==> config.mk <==
export PLATFORM = sky130hd
export DESIGN_NAME = calendar_date_arithmetic_core
export DESIGN_NICKNAME = d
export VERILOG_FILES = /design/src/design/cda_pkg.sv /design/src/design/cda_dpath.sv /design/src/design/cda_ctrl.sv /design/src/design/calendar_date_arithmetic_core.sv
export SDC_FILE = /design/constraint.sdc
export NUM_CORES = 1
export LEC_CHECK = 0
export BUFFER_PORTS_ARGS = -buffer_cell sky130_fd_sc_hd__buf_2
export CORE_UTILIZATION = 61
export DETAILED_ROUTE_END_ITERATION = 6
export GPL_ROUTABILITY_DRIVEN = 1
export PLACE_DENSITY = 0.79
export SLEW_MARGIN = 10
export SYNTH_ARGS = -nofsm -noshare
export SYNTH_HDL_FRONTEND = slang
export SYNTH_SLANG_ARGS = --single-unit
==> constraint.sdc <==
create_clock -name clk_i -period 9.25 [get_ports clk_i]
set_input_delay 0.4625 -clock clk_i [delete_from_list [all_inputs] [get_ports clk_i]]
set_output_delay 0.4625 -clock clk_i [all_outputs]
set_load 0.005 [all_outputs]
==> src/design/cda_pkg.sv <==
// Shared types, constants and calendar tables for the date arithmetic core.
`default_nettype none

package cda_pkg;

  localparam int unsigned YearW = 14;
  localparam int unsigned MonW  = 4;
  localparam int unsigned DayW  = 5;
  localparam int unsigned OffW  = 23;
  localparam int unsigned SerW  = 22;  // day serial of a valid date
  localparam int unsigned AccW  = 24;  // serial plus signed offset
  localparam int unsigned RemW  = 9;   // day within a year
  localparam int unsigned CumW  = 9;
  localparam int unsigned Q100W = 7;

  localparam logic [YearW-1:0] MaxYear       = 14'd9999;
  localparam logic [MonW-1:0]  MonthsPerYear = 4'd12;
  localparam logic [MonW-1:0]  February      = 4'd2;
  localparam logic [SerW-1:0]  YearsEnd      = 22'd3652059;  // serial of 10000-01-01

  // v / 100 as (v * Recip100) >> Shift100, exact for v below 43690
  localparam logic [12:0] Recip100 = 13'd5243;
  localparam int unsigned Shift100 = 19;
  localparam int unsigned Q100ProdW = YearW + 13;

  // n / 365.2425 from below as (n * RecipYear) >> ShiftYear
  localparam logic [15:0] RecipYear  = 16'd45934;
  localparam int unsigned ShiftYear  = 24;
  localparam int unsigned EstProdW   = SerW + 16;

  typedef enum logic [3:0] {
    S_IDLE,
    S_A_MUL,
    S_A_SUM,
    S_A_SER,
    S_B_MUL,
    S_B_SUM,
    S_B_SER,
    S_RANGE,
    S_EST,
    S_EST_APPLY,
    S_W_MUL,
    S_W_SUM,
    S_W_CHK,
    S_MONTH,
    S_DONE
  } state_e;

  typedef enum logic [1:0] {
    RES_BAD,
    RES_RANGE,
    RES_DATE,
    RES_DIFF
  } res_kind_e;

  typedef enum logic [2:0] {
    V_HOLD,
    V_A,
    V_B,
    V_EST,
    V_INC
  } v_sel_e;

  typedef enum logic [1:0] {
    ACC_HOLD,
    ACC_LOAD_A,
    ACC_SUB_B
  } acc_op_e;

  typedef struct packed {
    logic      load_in;
    v_sel_e    v_sel;
    logic      sel_b;
    acc_op_e   acc_op;
    logic      est_load;
    logic      base_load;
    logic      month_init;
    logic      month_step;
    logic      out_load;
    res_kind_e out_kind;
  } cmd_t;

  typedef struct packed {
    logic op_diff;
    logic date_ok;
    logic acc_oor;
    logic y_le_n;
    logic month_more;
  } status_t;

  function automatic logic [DayW-1:0] month_days(logic [MonW-1:0] m, logic leap);
    logic [DayW-1:0] r;
    unique case (m)
      4'd1, 4'd3, 4'd5, 4'd7, 4'd8, 4'd10, 4'd12: r = 5'd31;
      4'd4, 4'd6, 4'd9, 4'd11:                    r = 5'd30;
      4'd2:                                       r = leap ? 5'd29 : 5'd28;
      default:                                    r = 5'd0;
    endcase
    return r;
  endfunction

  // days in the year before the first of month m
  function automatic logic [CumW-1:0] cum_days(logic [MonW-1:0] m);
    logic [CumW-1:0] r;
    unique case (m)
      4'd1:    r = 9'd0;
      4'd2:    r = 9'd31;
      4'd3:    r = 9'd59;
      4'd4:    r = 9'd90;
      4'd5:    r = 9'd120;
      4'd6:    r = 9'd151;
      4'd7:    r = 9'd181;
      4'd8:    r = 9'd212;
      4'd9:    r = 9'd243;
      4'd10:   r = 9'd273;
      4'd11:   r = 9'd304;
      4'd12:   r = 9'd334;
      default: r = 9'd0;
    endcase
    return r;
  endfunction

endpackage

`default_nettype wire

==> src/design/cda_dpath.sv <==
// Datapath: operand capture, year-start unit, serial accumulator, walks, result register.
`default_nettype none

module cda_dpath import cda_pkg::*; (
  input  logic                   clk_i,
  input  cmd_t                   cmd_i,
  output status_t                status_o,
  input  logic                   opcode_i,
  input  logic [YearW-1:0]       a_year_i,
  input  logic [MonW-1:0]        a_month_i,
  input  logic [DayW-1:0]        a_day_i,
  input  logic [YearW-1:0]       b_year_i,
  input  logic [MonW-1:0]        b_month_i,
  input  logic [DayW-1:0]        b_day_i,
  input  logic signed [OffW-1:0] day_offset_i,
  output logic [YearW-1:0]       res_year_o,
  output logic [MonW-1:0]        res_month_o,
  output logic [DayW-1:0]        res_day_o,
  output logic signed [OffW-1:0] day_difference_o,
  output logic                   a_before_b_o,
  output logic                   bad_date_o,
  output logic                   out_of_range_o
);

  logic                   op_q;
  logic [YearW-1:0]       a_year_q, b_year_q;
  logic [MonW-1:0]        a_month_q, b_month_q;
  logic [DayW-1:0]        a_day_q, b_day_q;
  logic signed [OffW-1:0] off_q;

  logic [YearW-1:0] v_q, v_d;
  logic [Q100W-1:0] q100_q;
  logic [SerW-1:0]  p365_q, ystart_q, ystart_d, base_q;
  logic             leap_q, leap_d, leapy_q;
  logic [AccW-1:0]  acc_q, acc_d;
  logic [YearW-1:0] est_q;
  logic [RemW-1:0]  rem_q;
  logic [MonW-1:0]  mm_q;

  logic [Q100ProdW-1:0] q100_prod;
  logic [YearW+8:0]     p365_prod;
  logic [YearW-1:0]     hund, rem100;
  logic [EstProdW-1:0]  est_prod;

  logic [YearW-1:0] dy;
  logic [MonW-1:0]  dm;
  logic [DayW-1:0]  dd, dim, dim_walk;
  logic             leap_adj;
  logic [SerW-1:0]  serial;
  logic [AccW-1:0]  off_ext;

  // Capture operands.
  always_ff @(posedge clk_i) begin
    if (cmd_i.load_in) begin
      op_q      <= opcode_i;
      a_year_q  <= a_year_i;
      a_month_q <= a_month_i;
      a_day_q   <= a_day_i;
      b_year_q  <= b_year_i;
      b_month_q <= b_month_i;
      b_day_q   <= b_day_i;
      off_q     <= day_offset_i;
    end
  end

  // Year operand v: the unit gives days before year v+1 and whether v+1 is leap.
  always_comb begin
    unique case (cmd_i.v_sel)
      V_A:     v_d = a_year_i - YearW'(1);
      V_B:     v_d = b_year_q - YearW'(1);
      V_EST:   v_d = (est_q != '0) ? est_q - YearW'(1) : '0;
      V_INC:   v_d = v_q + YearW'(1);
      default: v_d = v_q;
    endcase
  end

  // Stage one: constant products.
  assign q100_prod = Q100ProdW'(v_q) * Q100ProdW'(Recip100);
  assign p365_prod = (YearW+9)'(v_q) * (YearW+9)'(365);

  // Stage two: year start and leap flag.
  assign hund     = YearW'(q100_q) * YearW'(100);
  assign rem100   = v_q - hund;
  assign ystart_d = p365_q + SerW'(v_q >> 2) - SerW'(q100_q) + SerW'(q100_q >> 2);
  assign leap_d   = (v_q[1:0] == 2'b11) &&
                    ((rem100 != YearW'(99)) || (q100_q[1:0] == 2'b11));

  always_ff @(posedge clk_i) begin
    v_q      <= v_d;
    q100_q   <= q100_prod[Shift100 +: Q100W];
    p365_q   <= p365_prod[SerW-1:0];
    ystart_q <= ystart_d;
    leap_q   <= leap_d;
  end

  // Date check and serial of the selected date.
  assign dy       = cmd_i.sel_b ? b_year_q  : a_year_q;
  assign dm       = cmd_i.sel_b ? b_month_q : a_month_q;
  assign dd       = cmd_i.sel_b ? b_day_q   : a_day_q;
  assign dim      = month_days(dm, leap_q);
  assign leap_adj = leap_q && (dm > February);
  assign serial   = ystart_q + SerW'(cum_days(dm)) + SerW'(leap_adj) + SerW'(dd) - SerW'(1);
  assign off_ext  = op_q ? '0 : {{(AccW-OffW){off_q[OffW-1]}}, off_q};

  always_comb begin
    unique case (cmd_i.acc_op)
      ACC_LOAD_A: acc_d = AccW'(serial) + off_ext;
      ACC_SUB_B:  acc_d = acc_q - AccW'(serial);
      default:    acc_d = acc_q;
    endcase
  end

  assign est_prod = EstProdW'(acc_q[SerW-1:0]) * EstProdW'(RecipYear);
  assign dim_walk = month_days(mm_q, leapy_q);

  always_ff @(posedge clk_i) begin
    acc_q <= acc_d;
    if (cmd_i.est_load) begin
      est_q <= est_prod[ShiftYear +: YearW];
    end
    if (cmd_i.base_load) begin
      base_q  <= ystart_q;
      leapy_q <= leap_q;
    end
    if (cmd_i.month_init) begin
      rem_q <= RemW'(acc_q[SerW-1:0] - base_q);
      mm_q  <= MonW'(1);
    end else if (cmd_i.month_step) begin
      rem_q <= rem_q - RemW'(dim_walk);
      mm_q  <= mm_q + MonW'(1);
    end
  end

  assign status_o.op_diff    = op_q;
  assign status_o.date_ok    = (dy != '0) && (dy <= MaxYear) && (dm != '0) &&
                               (dm <= MonthsPerYear) && (dd != '0) && (dd <= dim);
  assign status_o.acc_oor    = acc_q[AccW-1] || (acc_q >= AccW'(YearsEnd));
  assign status_o.y_le_n     = ystart_q <= acc_q[SerW-1:0];
  assign status_o.month_more = (mm_q < MonthsPerYear) && (rem_q >= RemW'(dim_walk));

  // Result register.
  always_ff @(posedge clk_i) begin
    if (cmd_i.out_load) begin
      res_year_o       <= '0;
      res_month_o      <= '0;
      res_day_o        <= '0;
      day_difference_o <= '0;
      a_before_b_o     <= 1'b0;
      bad_date_o       <= 1'b0;
      out_of_range_o   <= 1'b0;
      unique case (cmd_i.out_kind)
        RES_BAD:   bad_date_o     <= 1'b1;
        RES_RANGE: out_of_range_o <= 1'b1;
        RES_DATE: begin
          res_year_o  <= v_q;
          res_month_o <= mm_q;
          res_day_o   <= DayW'(rem_q + RemW'(1));
        end
        default: begin
          day_difference_o <= acc_q[OffW-1:0];
          a_before_b_o     <= acc_q[AccW-1];
        end
      endcase
    end
  end

endmodule

`default_nettype wire

==> src/design/cda_ctrl.sv <==
// Controller: sequencing state machine and result valid flag.
`default_nettype none

module cda_ctrl import cda_pkg::*; (
  input  logic    clk_i,
  input  logic    rst_ni,
  input  logic    in_valid_i,
  output logic    in_stall_o,
  output logic    out_valid_o,
  input  logic    out_stall_i,
  input  status_t status_i,
  output cmd_t    cmd_o
);

  state_e    state_q, state_d;
  res_kind_e kind_q, kind_d;
  logic      out_valid_q, out_valid_d;
  logic      out_free;

  assign out_free = !out_valid_q || !out_stall_i;

  always_comb begin
    state_d = state_q;
    kind_d  = kind_q;
    unique case (state_q)
      S_IDLE:  if (in_valid_i) state_d = S_A_MUL;
      S_A_MUL: state_d = S_A_SUM;
      S_A_SUM: state_d = S_A_SER;
      S_A_SER: begin
        if (!status_i.date_ok) begin
          kind_d  = RES_BAD;
          state_d = S_DONE;
        end else if (status_i.op_diff) begin
          state_d = S_B_MUL;
        end else begin
          state_d = S_RANGE;
        end
      end
      S_B_MUL: state_d = S_B_SUM;
      S_B_SUM: state_d = S_B_SER;
      S_B_SER: begin
        kind_d  = status_i.date_ok ? RES_DIFF : RES_BAD;
        state_d = S_DONE;
      end
      S_RANGE: begin
        if (status_i.acc_oor) begin
          kind_d  = RES_RANGE;
          state_d = S_DONE;
        end else begin
          state_d = S_EST;
        end
      end
      S_EST:       state_d = S_EST_APPLY;
      S_EST_APPLY: state_d = S_W_MUL;
      S_W_MUL:     state_d = S_W_SUM;
      S_W_SUM:     state_d = S_W_CHK;
      S_W_CHK:     state_d = status_i.y_le_n ? S_W_MUL : S_MONTH;
      S_MONTH: begin
        if (!status_i.month_more) begin
          kind_d  = RES_DATE;
          state_d = S_DONE;
        end
      end
      S_DONE:  if (out_free) state_d = S_IDLE;
      default: state_d = S_IDLE;
    endcase
  end

  always_comb begin
    cmd_o          = '0;
    cmd_o.v_sel    = V_HOLD;
    cmd_o.acc_op   = ACC_HOLD;
    cmd_o.out_kind = kind_q;
    unique case (state_q)
      S_IDLE: begin
        cmd_o.load_in = in_valid_i;
        cmd_o.v_sel   = in_valid_i ? V_A : V_HOLD;
      end
      S_A_SER: begin
        cmd_o.acc_op = ACC_LOAD_A;
        cmd_o.v_sel  = V_B;
      end
      S_B_SER: begin
        cmd_o.sel_b  = 1'b1;
        cmd_o.acc_op = ACC_SUB_B;
      end
      S_EST:       cmd_o.est_load = 1'b1;
      S_EST_APPLY: cmd_o.v_sel    = V_EST;
      S_W_CHK: begin
        if (status_i.y_le_n) begin
          cmd_o.base_load = 1'b1;
          cmd_o.v_sel     = V_INC;
        end else begin
          cmd_o.month_init = 1'b1;
        end
      end
      S_MONTH:  cmd_o.month_step = status_i.month_more;
      S_DONE:   cmd_o.out_load   = out_free;
      default: ;
    endcase
  end

  assign out_valid_d = cmd_o.out_load ? 1'b1 : (out_valid_q && out_stall_i);

  always_ff @(posedge clk_i or negedge rst_ni) begin
    if (!rst_ni) begin
      state_q     <= S_IDLE;
      kind_q      <= RES_BAD;
      out_valid_q <= 1'b0;
    end else begin
      state_q     <= state_d;
      kind_q      <= kind_d;
      out_valid_q <= out_valid_d;
    end
  end

  assign in_stall_o  = (state_q != S_IDLE);
  assign out_valid_o = out_valid_q;

endmodule

`default_nettype wire

==> src/design/calendar_date_arithmetic_core.sv <==
// Top level of the Gregorian date shift and difference core.
//
//   channel  | handshake                    | payload
//   ---------+------------------------------+----------------------------------------
//   input    | in_valid_i / in_stall_o      | opcode, date A, date B, day_offset
//   output   | out_valid_o / out_stall_i    | shifted date, difference, flags
//
// One item is in work at a time. A shift walks years and months after the range
// check: the year walk usually makes three passes through the shared year-start
// unit (four only near a year start), and the month walk steps once through each
// month up to the result month.
// The result register frees the input side: the next item is taken while a
// result still waits. Reset clears the controller and the result valid flag.
`default_nettype none

module calendar_date_arithmetic_core import cda_pkg::*; (
  input  logic                   clk_i,
  input  logic                   rst_ni,
  input  logic                   in_valid_i,
  output logic                   in_stall_o,
  input  logic                   opcode_i,
  input  logic [YearW-1:0]       a_year_i,
  input  logic [MonW-1:0]        a_month_i,
  input  logic [DayW-1:0]        a_day_i,
  input  logic [YearW-1:0]       b_year_i,
  input  logic [MonW-1:0]        b_month_i,
  input  logic [DayW-1:0]        b_day_i,
  input  logic signed [OffW-1:0] day_offset_i,
  output logic                   out_valid_o,
  input  logic                   out_stall_i,
  output logic [YearW-1:0]       res_year_o,
  output logic [MonW-1:0]        res_month_o,
  output logic [DayW-1:0]        res_day_o,
  output logic signed [OffW-1:0] day_difference_o,
  output logic                   a_before_b_o,
  output logic                   bad_date_o,
  output logic                   out_of_range_o
);

  // Commands flow from the controller, status flows back; nothing else joins them.
  cmd_t    cmd;
  status_t status;

  // Sequence the item: check A (and B), accumulate serials, walk years and months.
  cda_ctrl u_ctrl (
    .clk_i       (clk_i),
    .rst_ni      (rst_ni),
    .in_valid_i  (in_valid_i),
    .in_stall_o  (in_stall_o),
    .out_valid_o (out_valid_o),
    .out_stall_i (out_stall_i),
    .status_i    (status),
    .cmd_o       (cmd)
  );

  // Hold the operands, the year-start unit and the result register.
  cda_dpath u_dpath (
    .clk_i            (clk_i),
    .cmd_i            (cmd),
    .status_o         (status),
    .opcode_i         (opcode_i),
    .a_year_i         (a_year_i),
    .a_month_i        (a_month_i),
    .a_day_i          (a_day_i),
    .b_year_i         (b_year_i),
    .b_month_i        (b_month_i),
    .b_day_i          (b_day_i),
    .day_offset_i     (day_offset_i),
    .res_year_o       (res_year_o),
    .res_month_o      (res_month_o),
    .res_day_o        (res_day_o),
    .day_difference_o (day_difference_o),
    .a_before_b_o     (a_before_b_o),
    .bad_date_o       (bad_date_o),
    .out_of_range_o   (out_of_range_o)
  );

endmodule

`default_nettype wire

======== Word-level counts from Yosys, hierarchy flattened ========
Memories as Yosys holds them, arrays and structs flattened.
Index checks and enable logic that the tools add are counted.
operators by class
  reduce and logical (&&, ||, !) cells .... 32
  multipliers ............................. 4
  equal/unequal tests ..................... 54
  magnitude comparators ................... 8
  muxes and demuxes ....................... 41
  add/subtract/negate cells ............... 18
operators by type and width
  operator                                               number
  equality test 4 bit, second input constant             17
  one-hot mux 4 bit (15 select lines)                    1
  one-hot mux 14 bit (4 select lines)                    1
  equality test 4 x 3 -> 1 bit, second input constant    12
  one-hot mux 24 bit (2 select lines)                    1
  adder 22 x 5 -> 22 bit                                 2
  subtractor 14 x 1 -> 14 bit, second input constant     3
  multiplier 22 x 15 -> 37 bit, second input constant    1
  one-hot mux 5 bit (3 select lines)                     2
  two-way mux 14 bit                                     2
  nonzero test 14 bit                                    2
  multiplier 14 x 13 -> 26 bit, second input constant    1
  adder 22 x 24 -> 24 bit                                1
  equality test 4 x 2 -> 1 bit, second input constant    6
  >= comparator 24 x 22 -> 1 bit, second input constant  1
  two-way mux 24 bit                                     1
  subtractor 24 x 22 -> 24 bit                           1
  adder 22 x 1 -> 22 bit                                 1
  adder 22 x 12 -> 22 bit                                1
  adder 22 x 9 -> 22 bit                                 1
  <= comparator 22 bit                                   1
  multiplier 14 x 9 -> 22 bit, second input constant     1
  subtractor 22 x 1 -> 22 bit, second input constant     1
  subtractor 22 x 7 -> 22 bit                            1
  44 further kinds                                       95
word-level totals
  memories ................................ 1
  register bits after elaboration ......... 253
  memory bits (read-only) ................. 144
  input port bits ......................... 74
  output and inout port bits .............. 51
memory list
  name             depth  width  read ports  clocked after Yosys merged registers in  wr ports  RTL line        RTL
  (no name shown)  16     9      1           0                                        0         cda_pkg.sv:105  unique case (m)

======== Depth between registers and ports, before layout ========
Gate-level depths: netlist of the first run.
  depth after elaboration ................. 11
  gate-level depth with buffers ........... 36

======== Cells and area by module ========
A second synthesis of the first run with hierarchy kept.
second synthesis, totals
  cell total of the unflattened synthesis .. 2833
  area, all modules ....................... 28725.0 µm²
modules (own cells, without submodules)
  module     area an instance (µm²)  times used  seq. area each (µm²)  cells an instance
  cda_dpath  28085.7                 1           6826.5                2749
  cda_ctrl   639.4                   1           175.2                 84

======== Least setup slack after synthesis of the first run ========
OpenSTA, ideal clock, no wires.
  path kind ............................... register -> register
  from .................................... register u_ctrl.state_q[2]
  to ...................................... register u_dpath.acc_q[21] (data pin)
  library setup time ...................... 0.266 ns
  path slack .............................. 1.710 ns
  required time ........................... 8.984 ns
  arrival time ............................ 7.274 ns
  cell stages (with the launch flop) ...... 34
  clock period less this slack ............ 7.540 ns
  cells stage by stage .................... dfrtp_1 -> clkbuf_1 -> nor4bb_1 -> clkbuf_1 -> buf_1 -> mux2i_1 -> inv_1 -> ha_1 -> nor2_1 -> a211oi_1 -> a21oi_1 -> ha_1 -> fa_1 -> inv_1 -> ha_1 -> a211oi_2 -> o21bai_1 -> a21oi_1 -> xnor2_1 -> inv_1 -> ha_1 -> a21oi_1 -> nor4b_1 -> o31ai_1 -> maj3_1 -> o21a_1 -> a2111oi_1 -> nor4_1 -> a41oi_1 -> nand2_1 -> o211ai_2 -> xnor2_1 -> a21oi_1 -> xnor2_1
between the ends
  longest elaborated chain between the ends .. 10
  elaborated cells on any way between the ends .. 18
  those cells by class .................... add/sub: 6; order compare: 1; eq/ne: 4; mux: 5; reduce/logical: 1; memory: 1
RTL lines
  what                                                                            RTL line                            RTL
  start, declared                                                                 cda_ctrl.sv:15                      state_e state_q, state_d;
  start signal, assigned                                                          cda_ctrl.sv:111                     state_q <= state_d;
  equality test 4 x 3 -> 1 bit                                                    cda_ctrl.sv:74                      unique case (state_q)
  two-way mux 1 bit                                                               cda_ctrl.sv:74
  two-way mux 4 bit                                                               cda_dpath.sv:98                     assign dm = cmd_i.sel_b ? b_month_q : a_month_q;
  memory (16 x 9 bit) / > comparator 4 x 2 -> 1 bit (equally long branches)       --
  adder 22 x 9 -> 22 bit / logical AND 1 bit (equally long branches)              cda_dpath.sv:102, cda_dpath.sv:101
  adder 22 x 1 -> 22 bit                                                          cda_dpath.sv:102                    assign serial = ystart_q + SerW'(cum_days(dm)) + SerW'(leap_adj) + SerW'(dd) - SerW'(1);
  adder 22 x 5 -> 22 bit                                                          cda_dpath.sv:102
  subtractor 22 x 1 -> 22 bit                                                     cda_dpath.sv:102
  subtractor 24 x 22 -> 24 bit / adder 22 x 24 -> 24 bit (equally long branches)  cda_dpath.sv:108, cda_dpath.sv:107
  one-hot mux 24 bit (2 select lines) *                                           cda_dpath.sv:106                    unique case (cmd_i.acc_op)
  named net u_dpath.acc_d[21]                                                     cda_dpath.sv:35                     logic [AccW-1:0] acc_q, acc_d;
  end signal, assigned                                                            cda_dpath.sv:117                    acc_q <= acc_d;
  end, declared                                                                   cda_dpath.sv:35
Mark *: on every way through the listed nets, which the timed path passes. The rest lies on a longest branch.
A chain may end at the register's enable or synchronous reset.

======== Final worst setup path of the first run ========
Same ends and word-level chain as after synthesis.

==> results.tsv, run 1 <==
stage	metric	value	unit
finish	layout.nets	3828	
clock_network	cts.path.max_buffers	3	
global_route	globalRouteOverflowTotal	0	
finish	multiInputGateArea	19600	sq um
route	wl_per_cell	19.1	um
worst_setup_path	r2r_cells	30	
timing	setup-violations-final	0	
worst_setup_path	end_kind	register	
finish	fill_cells	3575	
finish	postLayoutCoreUtil	67.0	%
timing	hold_violations	0	
clock_network	clk_pin_slew_worst_paths	0.06	ns
worst_setup_path	worstSetupPathType	register to register	
yosys	synth_area_leaders	ha_1, edfxtp_1, fa_1	
timing	setup_tns	0	ns
yosys	synthArstFlopShare	2.77	%
yosys	syn_area	28900	sq um
global_route	antenna_found_initial	0	
clock_network	cts_setup_buffers	0	
placed_design	gp_congestion	0.968	
worst_setup_path	cp.arrival	8.88	ns
floorplan	dieArea	48200	sq um
route	drc	10	
yosys	syn_nets	3703	
worst_setup_path	worst-path-max-fanout	17	
yosys	avgSynthCellArea	10.1	sq um
floorplan	num_io_pins	125	
clock_network	cts_made_buffers	31	
clock_network	tritoncts	built	
global_route	grt_max_degree	72	
yosys	synth_seq_cells	253	
finish	seq_area	7000	sq um
global_route	grt_pass1_vias	21966	
flow_run	drv_cap	0	
route	routed_via_density	5.78	
worst_setup_path	slowest_stage	mux2i_1	
min_path	hold_depth	1	
timing	rsz0062_at_grt	false	
yosys	synth_cell_types	95	
worst_setup_path	reg2reg_from	u_ctrl.state_q[2]	
worst_setup_path	required	9.60	ns
yosys	ys_top_cells_by_count	inv_1, ha_1, fa_1, edfxtp_1, nor2_1	
floorplan	start_util	61.9	%
yosys	synth_top_cell_by_area	ha_1	
timing	maxSlewViolCount	0	
finish	num_antenna_cells	0	
yosys	synth-main-ff-cell	edfxtp_1	
global_route	grt_usage	29.5	%
route	vias	20862	
timing	fmax	0.117	GHz
worst_setup_path	critical-path-max-stage-delay	0.73	ns
placed_design	dp_hpwl	55400	um
floorplan	rows	79	
yosys	ys_warn_count	0	
run_status	violations	design-rule violations	
finish	drive_gt1_share	7.69	%
timing	worstMarginPinSlew	1.21	ns
global_route	grt_pass1_wl	111000	um
yosys	synth-edff-count	190	
timing	finalCriticalPeriod	8.54	ns
timing	timing.final.crit_share	92.3	%
yosys	synth_cells	2855	
clock_network	cts-root-buf	clkbuf_16	
placed_design	io_buffer_count	124	
run_status	status	finished, violations left	
worst_setup_path	critPathLaunch	u_ctrl.state_q[2]	
route	wirelength	68900	um
floorplan	coreArea	46700	sq um
route	drt-pass1-iter-count	7	
timing	maxSlewHeadroom	18.7	%
min_path	min_from	day_offset_i[19]	
finish	areaGrowthSynthToFinish	8.28	%
min_path	hold_path_class	input pin to register	
clock_network	clkLatencyLatePin	0.61	ns
route	drt_iter0_markers	1407	
yosys	ys_seq_area_share	24.3	%
floorplan	fp.dieW	220	um
clock_network	htree_levels	1	
timing	skew	0.0269	ns
yosys	synth.top_cell.area_share	21.6	%
worst_setup_path	critical_path.startpoint_type	register	
floorplan	die_y	220	um
route	postRouteAntennaNets	0	
clock_network	cts_sinks	253	
yosys	yosysMostFrequentCell	inv_1	
-- worst paths after layout --
| kind | endpoint | slack [ns] |
|---|---|---|
| hold / removal | u_dpath.off_q[19] | 0.03 |
| max in group asynchronous | u_ctrl.kind_q[0] | 8.84 |
| setup / recovery | u_dpath.acc_q[21] | 0.71 |
| hold reg to reg | u_dpath.base_q[0] | 0.49 |
| min in group asynchronous | u_ctrl.out_valid_o | 0.23 |
| setup reg to reg | u_dpath.acc_q[21] | 0.71 |
-- state kept, by name, indices dropped and copies added (netlist names), 5 cells and up --
register / cells
u_dpath.day_difference_o: 23
u_dpath.b_year_q: 14
u_dpath.est_q: 14
u_dpath.a_day_q: 5
u_dpath.res_year_o: 14
u_dpath.ystart_q: 22
u_dpath.b_day_q: 5
u_dpath.acc_q: 24
u_dpath.a_year_q: 14
u_dpath.rem_q: 9
u_dpath.off_q: 23
u_dpath.q100_q: 7
u_dpath.v_q: 14
u_dpath.res_day_o: 5
u_dpath.base_q: 9
u_dpath.p365_q: 22
-- layout by cell type, fill, tap and decap left out, types with 12 or more instances in the layout --
cell       instances
a211oi_1          13
a21o_1            61
a21oi_1          127
and3_1            35
buf_2            124
clkbuf_16         31
dfxtp_1           56
edfxtp_1         190
fa_1             275
ha_1             499
inv_1            570
mux2i_1           33
nand2_1          108
nand2b_1          31
nand3_1           37
nand4_1           15
nor2_1           144
nor2b_1           47
nor3_1            35
o21a_1            20
o21ai_0          102
o21bai_1          13
o221ai_1          12
xnor2_1          129
xor2_1            52
-- logic make-up after synthesis --
group,count (synthesis),synth area share (%)
AOI/OAI and AO/OA,468,10.9
xor gates and xnor gates,183,5.61
adders and majority gates,780,40.9
buffers and inverters,614,8.01
DFF,253,24.3
muxes,39,1.38
and+or+nand+nor,518,8.90
-- layer usage --
layer | wire [um] | global-route usage, % | vias up
li1 | - | - | 9878
met1 | 28600 | 37.5 | 10246
met2 | 34400 | 51.4 | 581
met3 | 3570 | 3.57 | 157
met4 | 2360 | 10.6 | 0
met5 | 0 | 0 | -
-- layout make-up --
| cell class | count | area share, % |
|---|---|---|
| Multi-Input combinational cell | 1988 | 62.6 |
| Sequential cell | 253 | 22.4 |
| Inverter | 571 | 6.86 |
| Clock buffer | 36 | 2.64 |
| Tap cell | 607 | 2.43 |
| Timing Repair Buffer | 135 | 2.26 |
| Clock inverter | 22 | 0.765 |
-- critical path, delay by kind of cell (launching register included) --
kind | cells | cell delay [ns]
AOI/OAI and AO/OA | 12 | 2.42
adders and majority gates | 6 | 2.17
and+or+nand+nor | 5 | 1.44
muxes | 1 | 0.73
DFF | 1 | 0.65
xor gates and xnor gates | 3 | 0.49
buffers and inverters | 3 | 0.39
-- through the flow --
stage	instance area [sq um]	instances	setup slack, ns	hold WS (ns)
2_1_floorplan	28900	2855	1.71	0.167
3_3_place_gp	30200	3553	1.07	0.313
3_5_place_dp	30200	3553	0.789	0.313
4_1_cts	31300	3612	0.778	0.00708
5_1_grt	31300	3612	0.160	0.0155
6_report	31300	3612	0.711	0.0302
-- timing repair --
item / CTS / global route
hold endpoints to repair: 7 / 0
resized for setup: 0 / 0
hold buffers: 1 / 0
Power of run 1 is left out: the tool's default activity adds up to more than one toggle a clock period on the data nets, which glitch-free logic cannot reach.
==> run 2: changes to the inputs <==
--- a/config.mk
+++ b/config.mk
@@ -6,6 +6,7 @@
 export NUM_CORES = 1
 export LEC_CHECK = 0
 export BUFFER_PORTS_ARGS = -buffer_cell sky130_fd_sc_hd__buf_2
+export CORE_MARGIN = 2
 export CORE_UTILIZATION = 61
 export DETAILED_ROUTE_END_ITERATION = 6
 export GPL_ROUTABILITY_DRIVEN = 1
==> run 2 against run 1 <==
Cell area rose by 0.16%. Fmax grew 3.1%. Global-route usage decreased by 0.63 points. Non-clock buffer count grew 1. First-iteration DRC count decreased by 2.3%. Critical path type unchanged. Clock-buffer cell count up 5. Sequential share of layout area hardly changed. The flow still finishes with violations (design-rule violations). Sequential cell count unchanged. Critical path depth increased by 1. Final cell count barely moved. Clock skew fell by 0.015 ns. Highest routed layer unchanged. Largest cell class unchanged. Routed wire length is 0.29% lower.
==> results.tsv, run 2 (synthesis gave the netlist of run 1 again) <==
stage	metric	value	unit
floorplan	fp.dieW	222	um
floorplan	num_io_pins	125	
timing	maxSlewViolCount	0	
clock_network	htree_levels	1	
route	wl_per_cell	19.0	um
clock_network	clkLatencyLatePin	0.60	ns
timing	timing.final.crit_share	89.5	%
floorplan	start_util	61.9	%
finish	areaGrowthSynthToFinish	8.45	%
global_route	grt_pass1_vias	22360	
finish	drive_gt1_share	7.72	%
route	routed_via_density	5.76	
global_route	grt_usage	28.8	%
worst_setup_path	critical_path.startpoint_type	register	
route	vias	20815	
route	drc	8	
global_route	busiest_layer	met2	
floorplan	rows	79	
timing	finalCriticalPeriod	8.28	ns
global_route	antenna_found_initial	1	
global_route	grt_max_degree	72	
timing	setup-violations-final	0	
timing	hold_violations	0	
clock_network	cts.path.max_buffers	3	
timing	skew	0.0120	ns
clock_network	clk_pin_slew_worst_paths	0.06	ns
worst_setup_path	worstSetupPathType	register to register	
floorplan	die_y	222	um
finish	final_common_cell	inv_1	
global_route	grt_util_met1	36.1	%
finish	layout.nets	3829	
worst_setup_path	cp.arrival	8.61	ns
finish	largest_register_ff_count	24	
worst_setup_path	end_kind	register	
clock_network	tritoncts	built	
placed_design	dp_hpwl	55500	um
finish	seq_area	7000	sq um
finish	fill_cells	3531	
route	wirelength	68700	um
flow_run	drv_cap	0	
timing	maxSlewHeadroom	24.6	%
route	postRouteAntennaNets	0	
finish	most-common-layout-cells	inv_1, ha_1, fa_1	
global_route	grt_util_met3	4.36	%
placed_design	gp_congestion	0.944	
route	drt_iter0_markers	1374	
clock_network	cts_sinks	253	
placed_design	io_buffer_count	124	
finish	top_regs	u_dpath.acc_q x24, u_dpath.day_difference_o x23, u_dpath.off_q x23	
worst_setup_path	worst-path-max-fanout	17	
finish	regMostFlops	u_dpath.acc_q	
global_route	globalRouteOverflowTotal	0	
finish	num_antenna_cells	0	
clock_network	cts_made_buffers	31	
floorplan	dieArea	49100	sq um
route	drt-pass1-iter-count	7	
worst_setup_path	critical-path-max-stage-delay	0.64	ns
worst_setup_path	required	9.58	ns
timing	setup_tns	0	ns
run_status	violations	design-rule violations	
clock_network	cts-root-buf	clkbuf_16	
finish	multiInputGateArea	19600	sq um
run_status	status	finished, violations left	
timing	rsz0062_at_grt	false	
min_path	hold_path_class	input pin to register	
timing	worstMarginPinSlew	1.12	ns
worst_setup_path	slowest_stage	dfrtp_1	
timing	fmax	0.121	GHz
global_route	use_met2	49.8	%
floorplan	coreArea	46700	sq um
timing	holdWs	0.0372	ns
global_route	grt_pass1_wl	113000	um
==> run 2: final timing paths <==
kind	startpoint	end	slack, ns	cells past startpoint
worst min register to register	u_dpath.ystart_q[0]	u_dpath.base_q[0]	0.49	0
worst max-delay path	u_ctrl.state_q[2]	u_dpath.acc_q[21]	0.97	31
worst max register to register	u_ctrl.state_q[2]	u_dpath.acc_q[21]	0.97	31
max in group asynchronous	rst_ni	u_ctrl.state_q[3]	8.81	2
min in group asynchronous	rst_ni	u_ctrl.out_valid_o	0.26	2
worst min-delay path	b_year_i[11]	u_dpath.b_year_q[11]	0.04	1
==> run 2: layout make-up <==
cell class | instances | share of cell area (%)
clock inverters | 17 | 0.859
well taps | 607 | 2.43
multi-input cells | 1988 | 62.6
flip-flops and latches | 253 | 22.4
repair buffers | 136 | 2.28
clock buffers | 41 | 2.66
inverters | 571 | 6.85
==> run 2: repair_timing <==
| item | in CTS | in global routing |
|---|---|---|
| buffers inserted | 0 | 0 |
| hold buffers | 1 | 0 |
| hold endpoints to repair | 7 | 0 |
| resized for setup | 0 | 1 |
| endpoints found under the setup margin | 0 | 1 |
==> run 2: metrics by stage <==
step / setup WS [ns] / instances / cell area, sq um / utilization [%]
global placement: 1.01 / 3554 / 30200 / 64.7
detailed placement: 0.818 / 3554 / 30200 / 64.7
global route: 0.278 / 3613 / 31300 / 67.1
finish: 0.968 / 3613 / 31300 / 67.1
CTS: 0.751 / 3613 / 31300 / 67.1
floorplan: 1.71 / 2855 / 28900 / -
==> run 2: metal layers <==
layer | vias up | routed length [um]
met5 | - | 0
met4 | 0 | 3150
met3 | 200 | 4180
li1 | 9869 | -
met2 | 617 | 33600
met1 | 10129 | 27700
==> run 2: worst max-delay path, delay by kind of cell (launching register included) <==
kind	cells	cell delay, ns
xor+xnor	3	0.43
buf+inv	4	0.62
flops	1	0.64
simple gates	5	1.36
mux	1	0.52
fa+ha+maj	6	2.10
compound gates	12	2.33
Power of run 2 is left out for the same reason.
==> run 3: changes to the inputs <==
==> constraint.sdc (replaced) <==
create_clock -name clk_i -period 8.9 [get_ports clk_i]
set_input_delay 0.445 -clock clk_i [delete_from_list [all_inputs] [get_ports clk_i]]
set_output_delay 0.445 -clock clk_i [all_outputs]
set_load 0.005 [all_outputs]
==> run 3 against run 2 <==
The run still ends with design-rule violations left. Core utilization is 0.54 points higher. Clock skew is 0.019 ns higher. Final cell count is 0.86% higher. Worst hold slack worse by 0.012 ns. Via count is 1.9% higher. Routed wire length is 2.5% higher.
==> results.tsv, run 3 (synthesis gave the netlist of run 1 again) <==
stage	metric	value	unit
timing	skew	0.0313	ns
timing	setup_tns	0	ns
clock_network	clk_pin_slew_worst_paths	0.06	ns
worst_setup_path	end_kind	register	
route	drt-pass1-iter-count	7	
clock_network	cts-root-buf	clkbuf_16	
finish	layout.nets	3861	
worst_setup_path	critPathMostFrequentCell	ha_1	
finish	most-common-layout-cells	inv_1, ha_1, fa_1	
clock_network	cts.path.max_buffers	3	
finish	fin_cells	3644	
placed_design	numPlacedInstances	3558	
global_route	grt_max_degree	72	
finish	final_common_cell	inv_1	
global_route	antenna_found_initial	2	
finish	areaGrowthSynthToFinish	9.33	%
global_route	grt_pass1_vias	22442	
floorplan	die_y	222	um
timing	rsz0062_at_grt	false	
route	drt_iter0_markers	1306	
floorplan	start_util	61.9	%
clock_network	clkLatencyLatePin	0.61	ns
clock_network	cts_sinks	253	
worst_setup_path	critical_path.startpoint_type	register	
placed_design	dp_hpwl	56200	um
route	wl_per_cell	19.3	um
route	wirelength	70400	um
worst_setup_path	required	9.23	ns
route	routed_via_density	5.82	
worst_setup_path	worstSetupPathType	register to register	
run_status	violations	design-rule violations	
floorplan	dieArea	49100	sq um
global_route	grt_usage	29.2	%
run_status	status	finished, violations left	
timing	setup-violations-final	0	
clock_network	htree_levels	1	
timing	maxSlewHeadroom	22.8	%
flow_run	drv_cap	0	
finish	top_regs	u_dpath.acc_q x24, u_dpath.day_difference_o x23, u_dpath.off_q x23	
worst_setup_path	critical-path-max-stage-delay	0.69	ns
finish	largest_register_ff_count	24	
timing	timing.final.crit_share	93.1	%
route	postRouteAntennaNets	0	
timing	hold_violations	0	
finish	num_antenna_cells	0	
timing	fmax	0.121	GHz
finish	postLayoutCoreUtil	67.6	%
route	drc	6	
global_route	globalRouteOverflowTotal	0	
floorplan	fp.dieW	222	um
placed_design	gp_congestion	0.937	
timing	maxSlewViolCount	0	
floorplan	rows	79	
finish	drive_gt1_share	7.80	%
worst_setup_path	slowest_stage	mux2i_1	
worst_setup_path	worst-path-max-fanout	17	
min_path	hold_path_class	input pin to register	
floorplan	coreArea	46700	sq um
worst_setup_path	cp.arrival	8.61	ns
finish	regMostFlops	u_dpath.acc_q	
clock_network	ctsResizeCount	0	
placed_design	io_buffer_count	124	
global_route	grt_pass1_wl	114000	um
clock_network	tritoncts	built	
clock_network	cts_made_buffers	30	
timing	worstMarginPinSlew	1.15	ns
route	vias	21209	
timing	finalCriticalPeriod	8.29	ns
floorplan	num_io_pins	125	
run 3: critical path, delay by kind of cell, from the launching register on:
family / cells / cell delay (ns)
adders and majority gates: 7 / 2.39
buffers and inverters: 3 / 0.19
AOI/OAI and AO/OA: 10 / 1.92
xor gates and xnor gates: 2 / 0.35
muxes: 1 / 0.69
DFF: 1 / 0.65
and+or+nand+nor: 8 / 1.78
run 3: final timing paths:
kind | start | endpoint | slack, ns | cells after the start
worst max-delay path | u_ctrl.state_q[2] | u_dpath.acc_q[21] | 0.61 | 31
worst min-delay path | b_month_i[1] | u_dpath.b_month_q[1] | 0.03 | 1
worst max register to register | u_ctrl.state_q[2] | u_dpath.acc_q[21] | 0.61 | 31
worst min register to register | u_dpath.ystart_q[0] | u_dpath.base_q[0] | 0.48 | 0
max in group asynchronous | rst_ni | u_ctrl.kind_q[0] | 8.49 | 2
min in group asynchronous | rst_ni | u_ctrl.kind_q[1] | 0.22 | 2
run 3: routing by layer:
| layer | vias to the layer above | wire [um] | global-route usage, % |
|---|---|---|---|
| met2 | 664 | 35000 | 51.9 |
| met5 | - | 13 | 0 |
| met3 | 201 | 3640 | 3.25 |
| met1 | 10413 | 28700 | 36.7 |
| met4 | 2 | 2920 | 11.0 |
| li1 | 9929 | - | - |
run 3: area by class of cell:
type	count	area [sq um]
fill	3493	15100
timing repair buffer	169	1030
tap	607	759
sequential	253	7000
inverter	571	2140
multi-input combinational	1988	19600
clock inverter	17	201
clock buffer	39	836
run 3: repair_timing:
item	4_1_cts	5_1_grt
hold buffers	30	0
setup buffers	0	0
endpoints found under the hold margin	36	0
run 3: stage by stage:
stage               hold slack (ns)  cell area [sq um]  worst slack, ns
finish                       0.0254              31600            0.614
detailed placement            0.304              30200            0.797
floorplan                     0.149              28900             1.36
global placement              0.297              30200            0.982
CTS                         0.00221              31600            0.732
global route                 0.0113              31600           0.0579
Power of run 3 is left out for the same reason.
